[config.mk]
export PLATFORM = sky130hd
export DESIGN_NAME = bldc_startup_ramp_sequencer_flat
export DESIGN_NICKNAME = d
export VERILOG_FILES = /design/src/design/bsr_pkg.sv /design/src/design/bsr_if.sv /design/src/design/bsr_ramp_unit.sv /design/src/design/bldc_startup_ramp_sequencer.sv /design/src/flat_wrapper.sv
export SDC_FILE = /design/constraint.sdc
export NUM_CORES = 1
export LEC_CHECK = 0
export ABC_AREA = 1
export BUFFER_PORTS_ARGS = -buffer_cell sky130_fd_sc_hd__buf_2
export CELL_PAD_IN_SITES_DETAIL_PLACEMENT = 0
export CELL_PAD_IN_SITES_GLOBAL_PLACEMENT = 2
export CORE_ASPECT_RATIO = 0.5
export CORE_MARGIN = 2
export CORE_UTILIZATION = 34
export CTS_CLUSTER_SIZE = 40
export DETAILED_ROUTE_END_ITERATION = 8
export GPL_TIMING_DRIVEN = 0
export HOLD_SLACK_MARGIN = 0.02
export PLACE_DENSITY = 0.77
export SETUP_SLACK_MARGIN = 0.05
export SLEW_MARGIN = 20
export SYNTH_ARGS = -nofsm -noshare
export SYNTH_HDL_FRONTEND = slang
export SYNTH_SLANG_ARGS = --single-unit
[constraint.sdc]
create_clock -name clk -period 5.1 [get_ports clk]
set_clock_uncertainty 0.1 [all_clocks]
set_input_delay 1.02 -clock clk [delete_from_list [all_inputs] [get_ports clk]]
set_output_delay 1.02 -clock clk [all_outputs]
set_load 0.005 [all_outputs]
[src/design/bsr_pkg.sv]
// Shared types and constants for the startup ramp sequencer.
package bsr_pkg;

  // Field widths
  localparam int unsigned ValW    = 16;
  localparam int unsigned CfgIdxW = 3;
  localparam int unsigned ProdW   = 2 * ValW;
  localparam int unsigned NumW    = ProdW + 1;
  localparam int unsigned BitCntW = $clog2(NumW);

  // Configuration register indexes
  typedef enum logic [CfgIdxW-1:0] {
    REG_THRESHOLD = 3'd0,
    REG_DEBOUNCE  = 3'd1,
    REG_START     = 3'd2,
    REG_END       = 3'd3,
    REG_RAMP      = 3'd4
  } reg_idx_t;

  // Top level sequencing
  typedef enum logic [2:0] {
    S_IDLE = 3'b001,
    S_CALC = 3'b010,
    S_HOLD = 3'b100
  } seq_state_t;

  // Arithmetic unit sequencing
  typedef enum logic [3:0] {
    U_IDLE = 4'b0001,
    U_MUL  = 4'b0010,
    U_ADD  = 4'b0100,
    U_DIV  = 4'b1000
  } unit_state_t;

  // Request to the ramp unit: step = ceil(span * cnt / divisor), clamped to span
  typedef struct packed {
    logic            start;
    logic [ValW-1:0] span;
    logic [ValW-1:0] cnt;
    logic [ValW-1:0] divisor;
  } ramp_req_t;

  typedef struct packed {
    logic            done;
    logic [ValW-1:0] step;
  } ramp_rsp_t;

endpackage

[src/design/bsr_if.sv]
// Handshake channel interfaces: tick samples, results and register writes.
interface bsr_sample_if import bsr_pkg::*; ();
  logic            valid;
  logic            ready;
  logic [ValW-1:0] throttle;
  modport source (output valid, output throttle, input ready);
  modport sink   (input valid, input throttle, output ready);
endinterface

interface bsr_result_if import bsr_pkg::*; ();
  logic            valid;
  logic            ready;
  logic            motor_on;
  logic            ramping;
  logic [ValW-1:0] interval;
  logic            interval_update;
  logic            start_event;
  logic            stop_event;
  modport source (output valid, output motor_on, output ramping, output interval,
                  output interval_update, output start_event, output stop_event,
                  input ready);
  modport sink   (input valid, input motor_on, input ramping, input interval,
                  input interval_update, input start_event, input stop_event,
                  output ready);
endinterface

interface bsr_cfg_if import bsr_pkg::*; ();
  logic               valid;
  logic               ready;
  logic [CfgIdxW-1:0] index;
  logic [ValW-1:0]    data;
  modport source (output valid, output index, output data, input ready);
  modport sink   (input valid, input index, input data, output ready);
endinterface

[src/design/bsr_ramp_unit.sv]
// Bit-serial shift-add multiplier followed by a restoring divider for the ramp step.
module bsr_ramp_unit import bsr_pkg::*; (
  input  logic      clk,
  input  logic      rst,
  input  ramp_req_t req,
  output ramp_rsp_t rsp
);

  unit_state_t        state;
  logic [BitCntW-1:0] bit_cnt;
  logic [NumW-1:0]    acc;
  logic [ProdW-1:0]   mcand;
  logic [ValW-1:0]    mplier;
  logic [ValW-1:0]    dvsr;
  logic [ValW-1:0]    spn;
  logic [ValW:0]      rem;
  logic               done;

  // one divide step: bring down the next numerator bit, try the subtract
  logic [ValW:0] rem_sh;
  logic          fits;

  assign rem_sh = {rem[ValW-1:0], acc[NumW-1]};
  assign fits   = rem_sh >= {1'b0, dvsr};

  always_ff @(posedge clk) begin
    if (rst) begin
      state <= U_IDLE;
      done  <= 1'b0;
    end else begin
      done <= 1'b0;
      case (state)
        U_IDLE: begin
          if (req.start) begin
            acc     <= '0;
            mcand   <= {{ValW{1'b0}}, req.span};
            mplier  <= req.cnt;
            dvsr    <= req.divisor;
            spn     <= req.span;
            bit_cnt <= BitCntW'(ValW - 1);
            state   <= U_MUL;
          end
        end
        // one multiplier bit per cycle
        U_MUL: begin
          if (mplier[0]) begin
            acc <= acc + {1'b0, mcand};
          end
          mcand   <= {mcand[ProdW-2:0], 1'b0};
          mplier  <= {1'b0, mplier[ValW-1:1]};
          bit_cnt <= bit_cnt - 1'b1;
          if (bit_cnt == '0) begin
            state <= U_ADD;
          end
        end
        // round up: numerator = product + divisor - 1
        U_ADD: begin
          acc     <= acc + {{(NumW-ValW){1'b0}}, dvsr} - NumW'(1);
          rem     <= '0;
          bit_cnt <= BitCntW'(NumW - 1);
          state   <= U_DIV;
        end
        // one quotient bit per cycle, shifted in where the numerator leaves
        U_DIV: begin
          rem     <= fits ? (rem_sh - {1'b0, dvsr}) : rem_sh;
          acc     <= {acc[NumW-2:0], fits};
          bit_cnt <= bit_cnt - 1'b1;
          if (bit_cnt == '0) begin
            done  <= 1'b1;
            state <= U_IDLE;
          end
        end
        default: begin
          state <= U_IDLE;
        end
      endcase
    end
  end

  // quotient clamped to span
  assign rsp.done = done;
  assign rsp.step = (acc > {{(NumW-ValW){1'b0}}, spn}) ? spn : acc[ValW-1:0];

endmodule

[src/design/bldc_startup_ramp_sequencer.sv]
// Top level: debounced start/stop control and open-loop startup interval ramp.
//
//  channel  | dir | word
//  ---------+-----+-----------------------------------------------------------
//  sample   | in  | throttle[15:0], one word per tick
//  result   | out | motor_on, ramping, interval[15:0], interval_update,
//           |     | start_event, stop_event; one word per tick
//  cfg      | in  | index[2:0], data[15:0]; always ready
//
// A tick that advances a non-degenerate ramp goes from accept to result valid
// through the serial multiplier, one rounding add and the restoring divider
// (S_CALC), then S_HOLD; other ticks go straight to S_HOLD. One tick is in
// flight at a time; the next is accepted once its result sits in the output
// register, even if that word is not yet taken. Reset (rst, synchronous)
// clears config and control registers, not the result payload or ramp datapath.
module bldc_startup_ramp_sequencer import bsr_pkg::*; (
  input  logic           clk,
  input  logic           rst,
  bsr_sample_if.sink     sample,
  bsr_result_if.source   result,
  bsr_cfg_if.sink        cfg
);

  // Configuration registers
  logic [ValW-1:0] thr_level;
  logic [ValW-1:0] debounce;
  logic [ValW-1:0] start_ivl;
  logic [ValW-1:0] end_ivl;
  logic [ValW-1:0] ramp_len;

  // Sequencer state
  seq_state_t      state;
  logic            running;
  logic            in_ramp;
  logic [ValW-1:0] on_cnt;
  logic [ValW-1:0] off_cnt;
  logic [ValW-1:0] ramp_count;
  logic [ValW-1:0] cur_ivl;
  logic            p_upd;
  logic            p_start;
  logic            p_stop;
  logic            out_valid;

  logic            running_next;
  logic            in_ramp_next;
  logic [ValW-1:0] on_cnt_next;
  logic [ValW-1:0] off_cnt_next;
  logic [ValW-1:0] ramp_count_next;
  logic [ValW-1:0] cur_ivl_next;
  logic            upd_next;
  logic            start_next;
  logic            stop_next;
  logic            need_calc;

  logic      fire;
  logic      thr_ge;
  logic      degenerate;
  logic      slot_free;
  ramp_req_t req;
  ramp_rsp_t rsp;

  assign fire       = sample.valid && sample.ready;
  assign thr_ge     = sample.throttle >= thr_level;
  assign degenerate = (ramp_len == '0) || (end_ivl > start_ivl);
  assign slot_free  = !out_valid || result.ready;

  // Register writes
  assign cfg.ready = 1'b1;

  always_ff @(posedge clk) begin
    if (rst) begin
      thr_level <= '0;
      debounce  <= '0;
      start_ivl <= '0;
      end_ivl   <= '0;
      ramp_len  <= '0;
    end else if (cfg.valid) begin
      case (cfg.index)
        REG_THRESHOLD: thr_level <= cfg.data;
        REG_DEBOUNCE:  debounce  <= cfg.data;
        REG_START:     start_ivl <= cfg.data;
        REG_END:       end_ivl   <= cfg.data;
        REG_RAMP:      ramp_len  <= cfg.data;
        default: begin
        end
      endcase
    end
  end

  // Tick decision: debounce, start/stop and ramp counter
  always_comb begin
    running_next    = running;
    in_ramp_next    = in_ramp;
    on_cnt_next     = on_cnt;
    off_cnt_next    = off_cnt;
    ramp_count_next = ramp_count;
    cur_ivl_next    = cur_ivl;
    upd_next        = 1'b0;
    start_next      = 1'b0;
    stop_next       = 1'b0;
    need_calc       = 1'b0;
    if (running) begin
      if (!thr_ge) begin
        if (off_cnt < debounce) begin
          off_cnt_next = off_cnt + 1'b1;
        end else begin
          off_cnt_next = '0;
          running_next = 1'b0;
          in_ramp_next = 1'b0;
          stop_next    = 1'b1;
        end
      end else begin
        off_cnt_next = '0;
        if (in_ramp) begin
          if (ramp_count < ramp_len) begin
            ramp_count_next = ramp_count + 1'b1;
          end else begin
            in_ramp_next = 1'b0;
          end
          upd_next = 1'b1;
          if (degenerate) begin
            cur_ivl_next = end_ivl;
          end else begin
            need_calc = 1'b1;
          end
        end
      end
    end else begin
      if (thr_ge) begin
        if (on_cnt < debounce) begin
          on_cnt_next = on_cnt + 1'b1;
        end else begin
          on_cnt_next     = '0;
          running_next    = 1'b1;
          in_ramp_next    = 1'b1;
          ramp_count_next = '0;
          cur_ivl_next    = start_ivl;
          upd_next        = 1'b1;
          start_next      = 1'b1;
        end
      end else begin
        on_cnt_next = '0;
      end
    end
  end

  // Ramp arithmetic request; count clamped to the ramp length
  assign req.start   = fire && need_calc;
  assign req.span    = start_ivl - end_ivl;
  assign req.cnt     = (ramp_count_next > ramp_len) ? ramp_len : ramp_count_next;
  assign req.divisor = ramp_len;

  bsr_ramp_unit u_ramp (
    .clk (clk),
    .rst (rst),
    .req (req),
    .rsp (rsp)
  );

  assign sample.ready = (state == S_IDLE);

  // Sequencer and output register
  always_ff @(posedge clk) begin
    if (rst) begin
      state      <= S_IDLE;
      running    <= 1'b0;
      in_ramp    <= 1'b0;
      on_cnt     <= '0;
      off_cnt    <= '0;
      ramp_count <= '0;
      cur_ivl    <= '0;
      p_upd      <= 1'b0;
      p_start    <= 1'b0;
      p_stop     <= 1'b0;
      out_valid  <= 1'b0;
    end else begin
      // output slot: filled from S_HOLD, emptied when the word is taken
      if (state == S_HOLD && slot_free) begin
        out_valid <= 1'b1;
      end else if (out_valid && result.ready) begin
        out_valid <= 1'b0;
      end
      case (state)
        S_IDLE: begin
          if (fire) begin
            running    <= running_next;
            in_ramp    <= in_ramp_next;
            on_cnt     <= on_cnt_next;
            off_cnt    <= off_cnt_next;
            ramp_count <= ramp_count_next;
            cur_ivl    <= cur_ivl_next;
            p_upd      <= upd_next;
            p_start    <= start_next;
            p_stop     <= stop_next;
            state      <= need_calc ? S_CALC : S_HOLD;
          end
        end
        S_CALC: begin
          if (rsp.done) begin
            cur_ivl <= start_ivl - rsp.step;
            state   <= S_HOLD;
          end
        end
        S_HOLD: begin
          if (slot_free) begin
            state <= S_IDLE;
          end
        end
        default: begin
          state <= S_IDLE;
        end
      endcase
    end
  end

  // result payload, loaded as the word moves into the output slot
  always_ff @(posedge clk) begin
    if (state == S_HOLD && slot_free) begin
      result.motor_on        <= running;
      result.ramping         <= in_ramp;
      result.interval        <= cur_ivl;
      result.interval_update <= p_upd;
      result.start_event     <= p_start;
      result.stop_event      <= p_stop;
    end
  end

  assign result.valid = out_valid;

  // Checks
  a_done_in_calc: assert property (@(posedge clk) disable iff (rst)
    rsp.done |-> state == S_CALC)
    else $error("ramp unit finished outside of a calculation");

  a_calc_running: assert property (@(posedge clk) disable iff (rst)
    state == S_CALC |-> running)
    else $error("ramp calculation while motor is off");

  a_start_word: assert property (@(posedge clk) disable iff (rst)
    (result.valid && result.start_event) |->
      (result.motor_on && result.ramping && result.interval_update && !result.stop_event))
    else $error("start word inconsistent");

  a_stop_word: assert property (@(posedge clk) disable iff (rst)
    (result.valid && result.stop_event) |->
      (!result.motor_on && !result.ramping && !result.interval_update))
    else $error("stop word inconsistent");

endmodule
[src/flat_wrapper.sv]
// flat-port wrapper written by rule: the top's interface ports become plain ports
module bldc_startup_ramp_sequencer_flat import bsr_pkg::*;
  (clk, rst, sample_valid, sample_throttle, sample_ready, result_valid, result_motor_on, result_ramping, result_interval, result_interval_update, result_start_event, result_stop_event, result_ready, cfg_valid, cfg_index, cfg_data, cfg_ready);
  bsr_sample_if sample_i ();
  bsr_result_if result_i ();
  bsr_cfg_if cfg_i ();
  input  logic clk;
  input  logic rst;
  input wire logic [$bits(sample_i.valid)-1:0] sample_valid;
  input wire logic [$bits(sample_i.throttle)-1:0] sample_throttle;
  output wire logic [$bits(sample_i.ready)-1:0] sample_ready;
  output wire logic [$bits(result_i.valid)-1:0] result_valid;
  output wire logic [$bits(result_i.motor_on)-1:0] result_motor_on;
  output wire logic [$bits(result_i.ramping)-1:0] result_ramping;
  output wire logic [$bits(result_i.interval)-1:0] result_interval;
  output wire logic [$bits(result_i.interval_update)-1:0] result_interval_update;
  output wire logic [$bits(result_i.start_event)-1:0] result_start_event;
  output wire logic [$bits(result_i.stop_event)-1:0] result_stop_event;
  input wire logic [$bits(result_i.ready)-1:0] result_ready;
  input wire logic [$bits(cfg_i.valid)-1:0] cfg_valid;
  input wire logic [$bits(cfg_i.index)-1:0] cfg_index;
  input wire logic [$bits(cfg_i.data)-1:0] cfg_data;
  output wire logic [$bits(cfg_i.ready)-1:0] cfg_ready;
  assign sample_i.valid = sample_valid;
  assign sample_i.throttle = sample_throttle;
  assign sample_ready = sample_i.ready;
  assign result_valid = result_i.valid;
  assign result_motor_on = result_i.motor_on;
  assign result_ramping = result_i.ramping;
  assign result_interval = result_i.interval;
  assign result_interval_update = result_i.interval_update;
  assign result_start_event = result_i.start_event;
  assign result_stop_event = result_i.stop_event;
  assign result_i.ready = result_ready;
  assign cfg_i.valid = cfg_valid;
  assign cfg_i.index = cfg_index;
  assign cfg_i.data = cfg_data;
  assign cfg_ready = cfg_i.ready;
  bldc_startup_ramp_sequencer u_core (.clk(clk), .rst(rst), .sample(sample_i), .result(result_i), .cfg(cfg_i));
endmodule
-- Yosys cells after proc, flatten, opt, wreduce, memory -nomap -nowiden
Index checks and enable logic that the tools add are counted.
- register bits after elaboration: 314
- bits of input ports: 40
- output and inout port bits: 24
- word-level logic and storage cells: 179
- add/sub/neg operators: 10
- $lt $le $gt $ge: 8
- equality and inequality tests: 24
- multiplexer cells: 67
- bitwise operators: 3
- reduce and logical (&&, ||, !) cells: 36
- operators by type and width (kind ; count):
    $mux 16 ; 22
    $pmux 33 s4 ; 1
    $pmux 16 s2 ; 3
    $mux 33 ; 2
    $pmux 32 s2 ; 1
    $add 16x1->16 const B ; 3
    $lt 16x16->1 ; 3
    $sub 16x16->16 ; 3
    $add 33x16->33 ; 1
    $add 33x32->33 ; 1
    $gt 33x16->1 ; 1
    $sub 33x1->33 const B ; 1
    $gt 16x16->1 ; 2
    $mux 32 ; 1
    $mux 1 ; 26
    $reduce_and 3->1 ; 7
    $pmux 6 s3 ; 1
    $ge 17x16->1 ; 1
    $ge 16x16->1 ; 1
    $logic_not 16->1 ; 1
    $pmux 4 s4 ; 1
    $reduce_and 2->1 ; 7
    $mux 3 ; 4
    $mux 4 ; 3
    other kinds (26) ; 51

-- Logic depth before layout (Yosys ltp)
Gate-level depths: netlist (run 1).
- word-level depth: 9
- gate-level depth with buffers: 31

-- Hierarchy
From an unflattened synthesis (run 1), not the netlist that was laid out.
- cell total of the unflattened synthesis: 3517
- area, all modules: 24060.6 um2
- modules (own cells, without submodules) (module ; instances ; cells each ; area an instance (um2) ; sequential area each (um2)):
    bsr_ramp_unit ; 1 ; 1926 ; 12858.6 ; 4154.0
    bldc_startup_ramp_sequencer ; 1 ; 1591 ; 11202.0 ; 3693.5

-- Worst setup path before layout (run 1)
No wires, ideal clock.
- path kind: input -> register
- start: input port sample_throttle[15]
- end: register u_core.u_ramp.acc[0], enable pin
- data arrival time: 4674 ps
- data required time: 4536 ps
- path slack: -139 ps
- cell stages on the path: 11
- buffers on the path: 0
- cell sequence: ha_1 > nand4_1 > nor3_1 > nand3_1 > nand3_2 > nand3_1 > nor2_1 > nand2_1 > nand2_1 > nand2_1 > nor3_1
- word-level cells in the longest chain between the ends: 6
- ends and longest elaborated chain (element ; line ; text):
    from (decl) ; flat_wrapper.sv:10 ; input wire logic [$bits(sample_i.throttle)-1:0] sample_throttle;
    $ge 16x16->1 ; bldc_startup_ramp_sequencer.sv:63 ; assign thr_ge = sample.throttle >= thr_level;
    $mux 1 ; bldc_startup_ramp_sequencer.sv:103 ; if (!thr_ge) begin
    $mux 1 ; bldc_startup_ramp_sequencer.sv:102 ; if (running) begin
    $logic_and 1x1->1 ; bldc_startup_ramp_sequencer.sv:148 ; assign req.start = fire && need_calc;
    $ne 2x1->1 (no line) ; - ;
    $reduce_and 4->1 (no line) ; - ;
    to (signal assigned) ; bsr_ramp_unit.sv:47 ; acc <= acc + {1'b0, mcand};
    to (signal assigned) ; bsr_ramp_unit.sv:58 ; acc <= acc + {{(NumW-ValW){1'b0}}, dvsr} - NumW'(1);
    to (signal assigned) ; bsr_ramp_unit.sv:66 ; acc <= {acc[NumW-2:0], fits};
    to (decl) ; bsr_ramp_unit.sv:11 ; logic [NumW-1:0] acc;
Every way passes these cells.
A chain may end at the register's enable or synchronous reset.

-- Worst setup path in the final report (run 1)
- start: register u_core.u_ramp.acc[32]
- end: register u_core.cur_ivl[13]
- word-level cells in the longest chain between the ends: 5
- ends and longest elaborated chain (element ; line ; text):
    $gt 33x16->1 ; bsr_ramp_unit.sv:82 ; assign rsp.step = (acc > {{(NumW-ValW){1'b0}}, spn}) ? spn : acc[ValW-1:0];
    $mux 16 ; bsr_ramp_unit.sv:82 ;
    $sub 16x16->16 ; bldc_startup_ramp_sequencer.sv:200 ; cur_ivl <= start_ivl - rsp.step;
    $mux 16 ; bldc_startup_ramp_sequencer.sv:199 ; if (rsp.done) begin
    $pmux 16 s2 ; bldc_startup_ramp_sequencer.sv:183 ; case (state)
    to (signal assigned) ; bldc_startup_ramp_sequencer.sv:191 ; cur_ivl <= cur_ivl_next;
    to (signal assigned) ; bldc_startup_ramp_sequencer.sv:200 ;
    to (decl) ; bldc_startup_ramp_sequencer.sv:38 ; logic [ValW-1:0] cur_ivl;
Every way passes these cells. The select of a mux whose other input is x is not followed.

==> out/summary.txt, run 1 <==
Status = completed
CTS max path bufs = 3
Reg2reg end = u_core.cur_ivl[13]
Min Tclk post-route = 4780 ps
First-pass GRT wire length = 116,000 um
# fillers = 6,786
YS warnings = 0
RSZ-0062 raised after global routing = false
CP required = 5470 ps
Detailed-router iteration count before antenna repair = 7
Core area = 0.0647 mm^2
IO Count = 64
Final nets = 3,360
GRT met2 Usage = 0.359
RePlAce Congestion = 0.875
Switch Pwr = 2070 uW
Synthesized area per cell = 7.47 um^2
Fin. Hold Viols = 0
Leak pwr = 0.0110 uW
Post-synthesis register bit count = 314
Antenna-violating nets left = 0
Switching power share of the total = 0.306
Num CTS Buffers = 36
Hold Path Sink = u_core.result.interval[12]
Yosys cell types = 50
Sink Count = 314
Dpl hpwl = 61,000 um
Total power = 6780 uW
Final setup viols = 0
Worst-path clk slew = 60 ps
Reg2Reg Setup Slack = 320 ps
Grt total ovfl = 0
Slew HR = 0.318
Reg2reg start = u_core.u_ramp.acc[32]
Fin crit share = 0.937
Max Freq = 0.209 GHz
CP arrival = 5150 ps
Die width = 365 um
Cell-internal power = 4710 uW
Worst hold start = u_core.cur_ivl[12]
Crit end category = flip-flop
Power per cell area = 272 mW/mm^2
Largest net degree at the start of global routing = 27
Share of the core filled with cells = 0.386
Synth Flop Type = dfxtp_1
EDFF count, synth = 156
Combinational share of power = 0.177
Die area = 0.0673 mm^2
Antenna violations before repair = 5
Placed Area = 0.0237 mm^2
Worst vdd ir = 0.204 mV
Worst hold-check path type = flip-flop to flip-flop
I/O Buffers = 61
Clk pwr share = 0.404
Vias/cell = 5.01
Worst hold stages = 0
Cell count of the worst reg-to-reg path = 23
Die H = 184 um
TritonCTS clock tree = done
Via count = 20,000
Htree depth = 2
Final wirelength = 76,000 um
Area growth syn-to-layout = 12.8%
Worst-path maximum fanout = 10
Initial Utilization = 0.342
Root buffer cell = clkbuf_16
Clock latency on the worst-skew pair = 580 ps
DRC = 0
Ratio of cells with drive above 1 in the final layout = 0.0587
Fin. max-slew vios = 0
Vias in the first global route = 19,000
Post-CTS Setup Bufs = 0
Tot GR Track Use = 0.228
CP startpoint kind = flip-flop
Worst-margin pin slew = 1010 ps
Asr flop ratio synth = 0
M1 GR Usage = 0.329
WL per Instance = 19.1 um
Maxcap violations = 0
Register area share after synthesis = 0.355
Cells after synthesis = 2,964
Row cnt = 66
Design Area, Final = 0.0250 mm^2
Critical path type = flip-flop to flip-flop
Netlist Area Pre-Place = 0.0221 mm^2
GRT Max-Usage Layer = met2
Reg power frac = 0.419
Synth Net Count = 3,251
Met3 usage = 0.0335
CTS Hold Bufs = 0
Initial DRC Count = 1,595
worst max-delay path by stage:
stage,start,to,slack [ps],cells past startpoint
CTS,u_core.u_ramp.acc[32],u_core.cur_ivl[9],70,22
global route,u_core.u_ramp.acc[16],u_core.cur_ivl[10],50,24
global placement,sample_throttle[15],u_core.u_ramp.mcand[31],-1800,12
detailed placement,sample_throttle[15],u_core.u_ramp.mplier[8],-530,22
floorplan,sample_throttle[15],u_core.u_ramp.mcand[0],110,11
finish,u_core.u_ramp.acc[32],u_core.cur_ivl[13],320,23
power by group through the flow:
| stage | Combinational [uW] | Clock, uW | Sequential (uW) |
|---|---|---|---|
| after floorplan | 798 | 0 | 2880 |
| after global placement | 1180 | 0 | 2900 |
| after detailed placement | 1190 | 0 | 2900 |
| after CTS | 1190 | 2810 | 2840 |
| after global routing | 1370 | 2910 | 2850 |
| final | 1200 | 2740 | 2840 |
cells by family after synthesis:
| kind of cell | after synthesis | synth area share |
|---|---|---|
| AOI/OAI and AO/OA | 728 | 0.180 |
| xor gates and xnor gates | 66 | 0.0261 |
| adders and majority gates | 247 | 0.141 |
| buffers and inverters | 529 | 0.0914 |
| DFF | 314 | 0.355 |
| other | 1 | 0.000169 |
| and+or+nand+nor | 1079 | 0.207 |
synth_stat cells (4+ instances only):
library cell	n	area, um^2
a21boi_0	5	37.5
edfxtp_1	156	4680
nor4_1	12	75.1
xor2_1	44	385
inv_1	441	1660
inv_2	4	15.0
a211oi_1	4	30.0
a22oi_1	5	37.5
dfxtp_1	158	3160
o21ai_0	266	1330
a31oi_1	13	81.3
a21oi_1	318	1590
o21a_1	15	113
or2_2	9	56.3
o211ai_1	32	240
buf_1	7	26.3
a21o_1	21	158
xnor2_1	22	193
nand2_1	549	2060
nand4_1	38	238
o221ai_1	11	96.3
nor2_1	267	1000
nand3_1	140	701
a221oi_1	4	35.0
buf_2	6	30.0
o21ai_1	12	60.1
fa_1	5	100
nor3_1	41	205
clkbuf_1	62	233
o21bai_1	18	135
nand3b_1	5	37.5
ha_1	242	3030
stage by stage:
stage / std cells / TNS, ps / setup slack (ps) / hold WS (ps)
floorplan: 2964 / 0 / 110 / 302
global placement: 3909 / -147440 / -1800 / 311
detailed placement: 3919 / -8580 / -527 / 316
CTS: 3985 / 0 / 73.5 / 334
global route: 3985 / 0 / 49.0 / 341
finish: 3986 / 0 / 323 / 330
registers in the layout, summed over array words and instances (netlist names), 3 cells and up:
signal and cells:
u_core.ramp_count 16, u_core.on_cnt 16, u_core.debounce 16, u_core.ramp_len 16
u_core.thr_level 16, u_core.result.interval 16, u_core.u_ramp.bit_cnt 6, u_core.u_ramp.mplier 16
u_core.u_ramp.rem 16, u_core.cur_ivl 16, u_core.u_ramp.mcand 32, u_core.u_ramp.dvsr 16
u_core.u_ramp.spn 16, u_core.off_cnt 16, u_core.state 3, u_core.end_ivl 16
u_core.start_ivl 16, u_core.u_ramp.state 4, u_core.u_ramp.acc 33
area by class of cell:
cell class	instances	area (um^2)	share of cell area
sequential	314	7850	0.314
timing repair buffer	71	434	0.0174
buffer	80	340	0.0136
clock buffer	49	991	0.0397
antenna	1	2.50	0.000100
tap	884	1110	0.0443
multi-input combinational	2121	12300	0.494
clock inverter	17	223	0.00892
inverter	449	1690	0.0676
routing by layer:
layer  share of wire  vias to the layer above
met3           0.050                       76
met2            0.43                      454
met5               0                        -
met4           0.021                        0
li1                -                    10200
met1            0.50                     9230
repair_timing:
action,in CTS,in global routing
pin swaps,0,1
endpoints found under the setup margin,11,25
gates resized for setup,3,18
critical path, stage by stage, from the launching register on:
cell and delay [ps]:
edfxtp_1 590, inv_2 250, ha_1 220, nand3_1 100
nor3_2 410, nand3b_1 120, nand3_1 150, nand2_1 130
clkbuf_2 200, o21ai_0 360, ha_1 380, nand2_1 90
nand2_1 60, inv_1 80, nor2_1 50, a211oi_1 290
nand3_1 220, nand2_1 100, nand2_1 60, xor2_1 170
o21ai_0 270, nand2_1 120, nand2_1 80, nor2_1 50
cell usage in the layout (no fill, tap or decap), drive strengths merged, types with 21 or more instances in the layout:
| cell type | n |
|---|---|
| nand2 | 550 |
| inv | 449 |
| a21oi | 318 |
| o21ai | 278 |
| nor2 | 274 |
| ha | 242 |
| dfxtp | 158 |
| edfxtp | 156 |
| nand3 | 143 |
| clkbuf | 111 |
| buf | 89 |
| xor2 | 44 |
| nor3 | 43 |
| nand4 | 38 |
| o211ai | 32 |
| xnor2 | 22 |
| a21o | 21 |
Power figures use the tool's default switching activity.
==> inputs of run 2 (changes only) <==
Settings changed: REMOVE_ABC_BUFFERS set to 1.
==> out/summary.txt, run 2 (synthesized netlist as in run 1, its figures left out) <==
Worst hold start = u_core.cur_ivl[15]
Share of the core filled with cells = 0.385
Critical path type = input pin to flip-flop
RSZ-0062 raised after global routing = false
Min Tclk post-route = 4660 ps
Worst-margin pin slew = 963 ps
Num CTS Buffers = 36
Ratio of cells with drive above 1 in the final layout = 0.0623
IO Count = 64
Max FFs per register = 33
Regs by FF count = u_core.u_ramp.acc x33, u_core.u_ramp.mcand x32
Die H = 184 um
Final WS setup = 440 ps
Post-route non-filler standard cell count = 3,918
Grt total ovfl = 0
Die area = 0.0673 mm^2
Design Area, Final = 0.0249 mm^2
Maxcap violations = 0
Leak pwr = 0.0110 uW
Sink Count = 314
Crit end category = flip-flop
Final setup viols = 0
Detailed-router iteration count before antenna repair = 5
Reg2reg end = u_core.cur_ivl[8]
Cells after DPL = 3,850
Max Freq = 0.215 GHz
Reg2Reg Setup Slack = 480 ps
Hold Path Sink = u_core.result.interval[15]
Worst-path clk slew = 60 ps
CP required = 5320 ps
Commonest non-fill, non-tap cell in the layout = nand2_1
Clock latency on the worst-skew pair = 580 ps
Vias/cell = 4.91
Fin. max-slew vios = 0
I/O Buffers = 62
Core area = 0.0647 mm^2
Area growth syn-to-layout = 12.4%
TritonCTS clock tree = done
DRC = 0
Antenna violations before repair = 2
Total power = 6910 uW
CP startpoint kind = input pin
Status = completed
Power per cell area = 278 mW/mm^2
Slew HR = 0.358
Worst vdd ir = 0.188 mV
CTS max path bufs = 3
Placed Area = 0.0235 mm^2
Die width = 365 um
Setup WS pre-CTS = -1100 ps
Worst hold stages = 0
Most frequent cells in the layout = 547 x nand2_1, 441 x inv_1, 317 x a21oi_1
Final nets = 3,292
CTS Hold Bufs = 0
Largest net degree at the start of global routing = 70
Dpl hpwl = 54,000 um
Final wirelength = 69,300 um
Tot GR Track Use = 0.206
Fin crit share = 0.914
Antenna-violating nets left = 0
Fin. Hold Viols = 0
CP arrival = 4880 ps
Via count = 19,200
Initial DRC Count = 1,275
Worst hold-check path type = flip-flop to flip-flop
Root buffer cell = clkbuf_16
WL per Instance = 17.7 um
Cell count of the worst reg-to-reg path = 21
Vias in the first global route = 18,600
Htree depth = 2
Initial Utilization = 0.342
Largest register by flop count = u_core.u_ramp.acc
RePlAce Congestion = 0.853
Row cnt = 66
Reg2reg start = u_core.u_ramp.acc[16]
First-pass GRT wire length = 108,000 um
Worst-path maximum fanout = 31
## run 2: critical path, stage by stage
cell	delay, ps
buf_2	100
ha_1	300
nand4_1	130
nor3_1	270
nand3_1	130
nand3_2	200
nand3_1	360
nor2_4	460
nand2_1	80
nand2_1	90
nand2_1	90
ha_1	320
a21o_1	180
a31oi_1	150
o221ai_1	140
nand2_1	80
nand2_1	90
nand2_4	310
nand3_1	200
nand2_1	90
nand2_1	50
## run 2: per-layer routing
layer	share of wire	track usage	wire, um
met1	0.51	0.293	35200
met2	0.44	0.336	30600
met3	0.034	0.0256	2320
met4	0.016	0.0390	1110
met5	0	0	0
## run 2: power by group
group	total (uW)	internal (uW)	leakage (uW)	switching [uW]
Clock	2940	1740	0.000631	1210
Combinational	1110	363	0.00766	750
Sequential	2850	2780	0.00272	72.1
## run 2: layout make-up
| cell class | instances | area (um^2) |
|---|---|---|
| Multi-Input combinational cell | 2122 | 12400 |
| Fill cell | 6807 | 39800 |
| Clock inverter | 21 | 320 |
| Timing Repair Buffer | 82 | 559 |
| Sequential cell | 314 | 7850 |
| Inverter | 449 | 1700 |
| Antenna cell | 1 | 2.50 |
| Tap cell | 884 | 1110 |
| Clock buffer | 45 | 976 |
## run 2: stage by stage
step	hold WS (ps)	TNS (ps)
after floorplan	302	-100960
after global routing	344	0
final	332	0
after CTS	329	0
after global placement	312	-1034810
after detailed placement	312	-17100
## run 2: repair_timing
action                                  in CTS  in global routing
pin swaps                                    0                  1
endpoints found under the setup margin      23                 23
buffers inserted                             0                  0
cloned                                       0                  1
resized for setup                            3                  4
## run 2: worst max-delay path by stage
stage	from	end	slack [ps]	cells past startpoint
after floorplan	u_core.u_ramp.state[2]	u_core.u_ramp.acc[0]	-1230	7
after global placement	u_core.u_ramp.state[3]	u_core.u_ramp.acc[31]	-7030	6
after detailed placement	sample_throttle[15]	u_core.u_ramp.mplier[11]	-1100	20
after CTS	sample_throttle[15]	u_core.u_ramp.mplier[11]	150	21
after global routing	sample_throttle[15]	u_core.u_ramp.mplier[2]	100	21
final	sample_throttle[15]	u_core.u_ramp.mplier[11]	440	21
